<file path="src/hdl/tpcc_pkg.sv">
// ----------------------------------------------------------------------------
// tpcc_pkg
// Shared types, constants and saturating helpers for the three-phase
// capacitor companion block.
// ----------------------------------------------------------------------------
package tpcc_pkg;

  localparam int DATA_WIDTH = 32;
  localparam int FRAC_BITS  = 16;
  localparam int PROD_WIDTH = 2 * DATA_WIDTH;
  localparam int PHASES     = 3;

  localparam logic signed [DATA_WIDTH-1:0] DMAX = {1'b0, {(DATA_WIDTH-1){1'b1}}};
  localparam logic signed [DATA_WIDTH-1:0] DMIN = {1'b1, {(DATA_WIDTH-1){1'b0}}};

  typedef logic signed [DATA_WIDTH-1:0] data_t;

  typedef enum logic [0:0] {
    REQ_STEP = 1'b0,
    REQ_INIT = 1'b1
  } req_kind_t;

  typedef enum logic [2:0] {
    REG_COND_AA = 3'd0,
    REG_COND_BB = 3'd1,
    REG_COND_CC = 3'd2,
    REG_COND_AB = 3'd3,
    REG_COND_AC = 3'd4,
    REG_COND_BC = 3'd5,
    REG_TERM0_GND = 3'd6,
    REG_TERM1_GND = 3'd7
  } cfg_reg_t;

  typedef struct packed {
    logic  req_type;
    data_t node0_a;
    data_t node0_b;
    data_t node0_c;
    data_t node1_a;
    data_t node1_b;
    data_t node1_c;
  } req_t;

  typedef struct packed {
    data_t volt_a;
    data_t volt_b;
    data_t volt_c;
    data_t curr_a;
    data_t curr_b;
    data_t curr_c;
    data_t hist_a;
    data_t hist_b;
    data_t hist_c;
  } rsp_t;

  function automatic data_t sat_add(input data_t a, input data_t b);
    logic signed [DATA_WIDTH:0] s;
    s = {a[DATA_WIDTH-1], a} + {b[DATA_WIDTH-1], b};
    if (s[DATA_WIDTH] != s[DATA_WIDTH-1]) begin
      return s[DATA_WIDTH] ? DMIN : DMAX;
    end
    return s[DATA_WIDTH-1:0];
  endfunction

  function automatic data_t sat_sub(input data_t a, input data_t b);
    logic signed [DATA_WIDTH:0] s;
    s = {a[DATA_WIDTH-1], a} - {b[DATA_WIDTH-1], b};
    if (s[DATA_WIDTH] != s[DATA_WIDTH-1]) begin
      return s[DATA_WIDTH] ? DMIN : DMAX;
    end
    return s[DATA_WIDTH-1:0];
  endfunction

  function automatic data_t sat_neg(input data_t a);
    return (a == DMIN) ? DMAX : -a;
  endfunction

endpackage

</file>
<file path="src/hdl/tpcc_fxmul.sv">
// ----------------------------------------------------------------------------
// tpcc_fxmul
// Fixed point multiply: exact product, floor shift by the fraction bits,
// saturation to the data width.
// ----------------------------------------------------------------------------
module tpcc_fxmul
  import tpcc_pkg::*;
(
  input  data_t a,
  input  data_t b,
  output data_t p
);

  logic signed [PROD_WIDTH-1:0] full;
  logic signed [PROD_WIDTH-1:0] shifted;
  logic [PROD_WIDTH-DATA_WIDTH:0] upper;

  assign full    = PROD_WIDTH'(a) * PROD_WIDTH'(b);
  assign shifted = full >>> FRAC_BITS;
  assign upper   = shifted[PROD_WIDTH-1:DATA_WIDTH-1];

  always_comb begin
    if ((&upper) || !(|upper)) begin
      p = shifted[DATA_WIDTH-1:0];
    end else begin
      p = shifted[PROD_WIDTH-1] ? DMIN : DMAX;
    end
  end

endmodule

</file>
<file path="config.mk">
export PLATFORM = sky130hd
export DESIGN_NAME = tpcc_fxmul
export DESIGN_NICKNAME = d
export VERILOG_FILES = /design/src/hdl/tpcc_pkg.sv /design/src/hdl/tpcc_fxmul.sv
export SDC_FILE = /design/constraint.sdc
export NUM_CORES = 2
export LEC_CHECK = 0
export ABC_AREA = 1
export BUFFER_PORTS_ARGS = -buffer_cell sky130_fd_sc_hd__buf_4
export CELL_PAD_IN_SITES_DETAIL_PLACEMENT = 0
export CELL_PAD_IN_SITES_GLOBAL_PLACEMENT = 1
export CORE_UTILIZATION = 45
export DETAILED_ROUTE_END_ITERATION = 10
export GPL_TIMING_DRIVEN = 0
export PLACE_DENSITY_LB_ADDON = 0.1
export SLEW_MARGIN = 25
export SYNTH_ARGS = -nofsm -noshare
export SYNTH_HDL_FRONTEND = slang
export SYNTH_SLANG_ARGS = --single-unit
export TNS_END_PERCENT = 20
</file>
<file path="constraint.sdc">
create_clock -name vclk -period 10
set_clock_uncertainty 0.1 [all_clocks]
set_input_delay 0.5 -clock vclk [all_inputs]
set_output_delay 0.5 -clock vclk [all_outputs]
set_load 0.01 [all_outputs]
</file>
### After elaboration in Yosys (flattened, before gate mapping)

Index checks and enable logic that the tools add are counted.

* bits in registers: 0
* output and inout port bits: 32

* multiply operators: 1
* muxes and demuxes: 2
* reductions and logical operators: 4

Operators by type and width (number)
* 32-bit by 32-bit multiplier with 64-bit output: 1
* 32-bit 2-to-1 mux: 2
* 17-bit AND reduction: 1
* 17-bit OR reduction: 1
* 1-bit zero test: 1
* 1-bit logical OR: 1

### Longest topological paths before layout

* depth in word-level cells: 5
* gate-level depth with buffers: 39
* gate-level depth less buffers: 37

### Least setup slack after synthesis

Ideal clock, no wire load.

* kind: input port to output port
* start point: in a[31]
* end point: out p[18]
* data arrival time: 7974 ps
* slack: 1426 ps
* stages: 31
* path buffers: 2
* path through: clkbuf_1 nand2_1 inv_1 fa_1 fa_1 fa_1 inv_1 fa_1 inv_1 fa_1 fa_1 inv_1 fa_1 fa_1 inv_1 ha_1 nand2_1 nor2_2 nand2_1 nor4_1 nand2_1 nand2_1 nand3_1 nand2_1 nand3_1 nor2_1 nand4_2 nand2_4 buf_6 nand2_1 nand2_1

* longest elaborated chain between the ends: 5

RTL lines
* start: declaration: RTL line tpcc_fxmul.sv:9 `input data_t a,`
* 32-bit by 32-bit multiplier with 64-bit output *: RTL line tpcc_fxmul.sv:18 `assign full = PROD_WIDTH'(a) * PROD_WIDTH'(b);`
* 17-bit OR reduction: RTL line tpcc_fxmul.sv:23 `if ((&upper) || !(|upper)) begin`
* 1-bit zero test: RTL line tpcc_fxmul.sv:23
* 1-bit logical OR: RTL line tpcc_fxmul.sv:23
* 32-bit 2-to-1 mux *: RTL line tpcc_fxmul.sv:23
* end: declaration: RTL line tpcc_fxmul.sv:11 `output data_t p`

Mark *: on every way between the ends. The rest lies on a longest branch, timed or not.

### Worst setup path after layout

* start point: in a[6]
* end point: out p[23]

The elaborated chain is that of the path after synthesis.

==> flow_metrics.py <==
metrics = {
    "timing": {
        "relSlewSlack": 0.2181,
        "setup_violations": 0,
        "tns_ns": 0,
        "hold_viol": 0,
        "min_period_ns": 9.635,
        "drv_slew": 0,
        "fmax_mhz": 103.8,
        "min_period_over_period": 0.9635,
        "worstMarginPinSlew_ns": 1.173,
    },
    "floorplan": {
        "die-area_um2": 86710,
        "start_util": 0.4578,
        "die_x_um": 294.5,
        "coreArea_um2": 84090,
        "fp.dieH_um": 294.5,
        "rows": 106,
        "io_pins": 96,
    },
    "yosys": {
        "yosysTopAreaCell": "fa_1",
        "synth_nets": 6285,
        "yosys_warnings": 0,
        "netlist_area_um2": 38490,
        "synth.area.top_cells": "fa_1, inv_1, nand2_1, ha_1, clkbuf_1",
        "ys_types": 33,
        "synth_cells": 4960,
        "synth.top_cell.area_share": 0.5622,
        "synth_area_per_cell_um2": 7.760,
        "synth_common_cells": "inv_1, nand2_1, fa_1, clkbuf_1, ha_1",
        "synth.most_common_cell": "inv_1",
        "ys_seq_area_frac": 0,
    },
    "job": {
        "maxCapViolCount": 0,
    },
    "min_path": {
        "hp-class": "input pin to output pin",
    },
    "run_status": {
        "run_status": "completed",
    },
    "finish": {
        "design.seq.count": 0,
        "area_growth_pct": 6.209,
        "seq_area_um2": 0,
        "nFillCells": 8906,
        "antenna_cells": 0,
        "multi_input_comb_area_um2": 31730,
        "drive_gt1_frac": 0.04047,
        "n_clock_buffer": 0,
        "num-nets-final": 6393,
    },
    "setup_path": {
        "crit_family": "adder cells",
        "cp.required_ns": 9.40,
        "crit_cells": 33,
        "max_stage_delay_ns": 0.85,
        "path_buf_inv": 8,
        "path_max_fanout": 10,
        "cp-endpoint": "p[23]",
        "start_kind": "input pin",
        "critical_path_class": "input pin to output pin",
        "startpoint": "a[6]",
        "worstPathArrival_ns": 9.03,
        "endpoint_kind": "output pin",
        "cp_slowest_cell": "clkbuf_1",
    },
    "route": {
        "vias": 31222,
        "drt_iter0_markers": 2336,
        "routed_wl_um": 145400,
        "ant_nets": 0,
        "first_pass_iters": 6,
        "drc": 0,
        "via_per_inst": 5.036,
        "post_drt_wl_per_cell_um": 23.45,
    },
    "grt": {
        "grt_pass1_wl_um": 216200,
        "antenna_found_initial": 2,
        "grt_use_total": 0.3497,
        "grt_pass1_vias": 32555,
        "grt_max_degree": 23,
        "grt_overflow": 0,
    },
    "placement": {
        "hpwl_um": 129600,
        "numPortBuffers": 96,
        "gp_congestion": 1.021,
    },
    "clock_tree": {
        "cts_hold_buf": 0,
    },
}
## cells by family after synthesis
kind of cell / after synthesis / synth area share
AOI/OAI and AO/OA: 122 / 0.01703
xor gates and xnor gates: 49 / 0.01115
adders and majority gates: 1261 / 0.6207
buffers and inverters: 1815 / 0.1782
and+or+nand+nor: 1713 / 0.1729
## worst min-delay path: cells and delay by family
family        cells  cell delay [ns]
simple gates      8             0.65
buf+inv           2             0.26
xor+xnor          1             0.18
## metal layers
| metal | vias to the layer above | wire [µm] | global-route usage |
|---|---|---|---|
| met5 | - | 0 | 0 |
| met4 | 0 | 5989 | 0.1192 |
| met3 | 217 | 11510 | 0.05399 |
| met2 | 1123 | 68320 | 0.5698 |
| met1 | 16175 | 59550 | 0.4756 |
| li1 | 13707 | - | - |
## how the worst min path moves through the flow
stage | start | endpoint | depth (start not counted) | slack, ns
2_1_floorplan | a[0] | p[5] | 9 | 1.53
3_3_place_gp | a[0] | p[5] | 11 | 2.01
3_5_place_dp | a[0] | p[5] | 11 | 2.00
4_1_cts | a[0] | p[5] | 11 | 2.00
5_1_grt | a[0] | p[5] | 11 | 2.08
6_report | a[0] | p[5] | 11 | 1.99
## placed cells by master, fill, tap and decap left out, types with 5 or more instances in the layout
master and n:
and3_1 8, fa_1 1076, nand3_1 41, clkbuf_2 21
o21bai_1 11, nand2_2 14, a21oi_1 75, nor2_2 11
xor2_1 30, xnor2_1 19, nor4_1 5, nor3_1 6
nor2_1 132, clkbuf_1 161, o21ai_0 26, ha_1 175
inv_2 6, inv_1 1608, buf_6 6, nand2_1 1472
or2_2 8, buf_4 111, fa_2 5
## through the flow
stage	util	hold slack (ns)	std cells	instance area [µm²]	setup slack [ns]
after CTS	0.4843	2.000	6195	40730	0.02083
after global routing	0.4862	2.080	6200	40880	-0.01534
after global placement	0.4832	2.011	6190	40630	-1.094
final	0.4862	1.993	6200	40880	0.3654
after floorplan	-	1.528	4960	38490	1.426
after detailed placement	0.4836	1.998	6191	40670	-0.8924
## timing repair
item | CTS | global route
endpoints found under the setup margin | 32 | 31
resized for setup | 8 | 31
endpoints found under the hold margin | 0 | 0
buffers inserted | 7 | 8
pin swaps | 1 | 3
## area by class of cell
class | count | area share
repair buffers | 112 | 0.02075
well taps | 1134 | 0.03471
multi-input cells | 3145 | 0.7763
plain buffers | 192 | 0.01953
inverters | 1617 | 0.1487
Power is not shown: default switching activity piles up to over one toggle a cycle in this logic, so the estimate is an artifact.
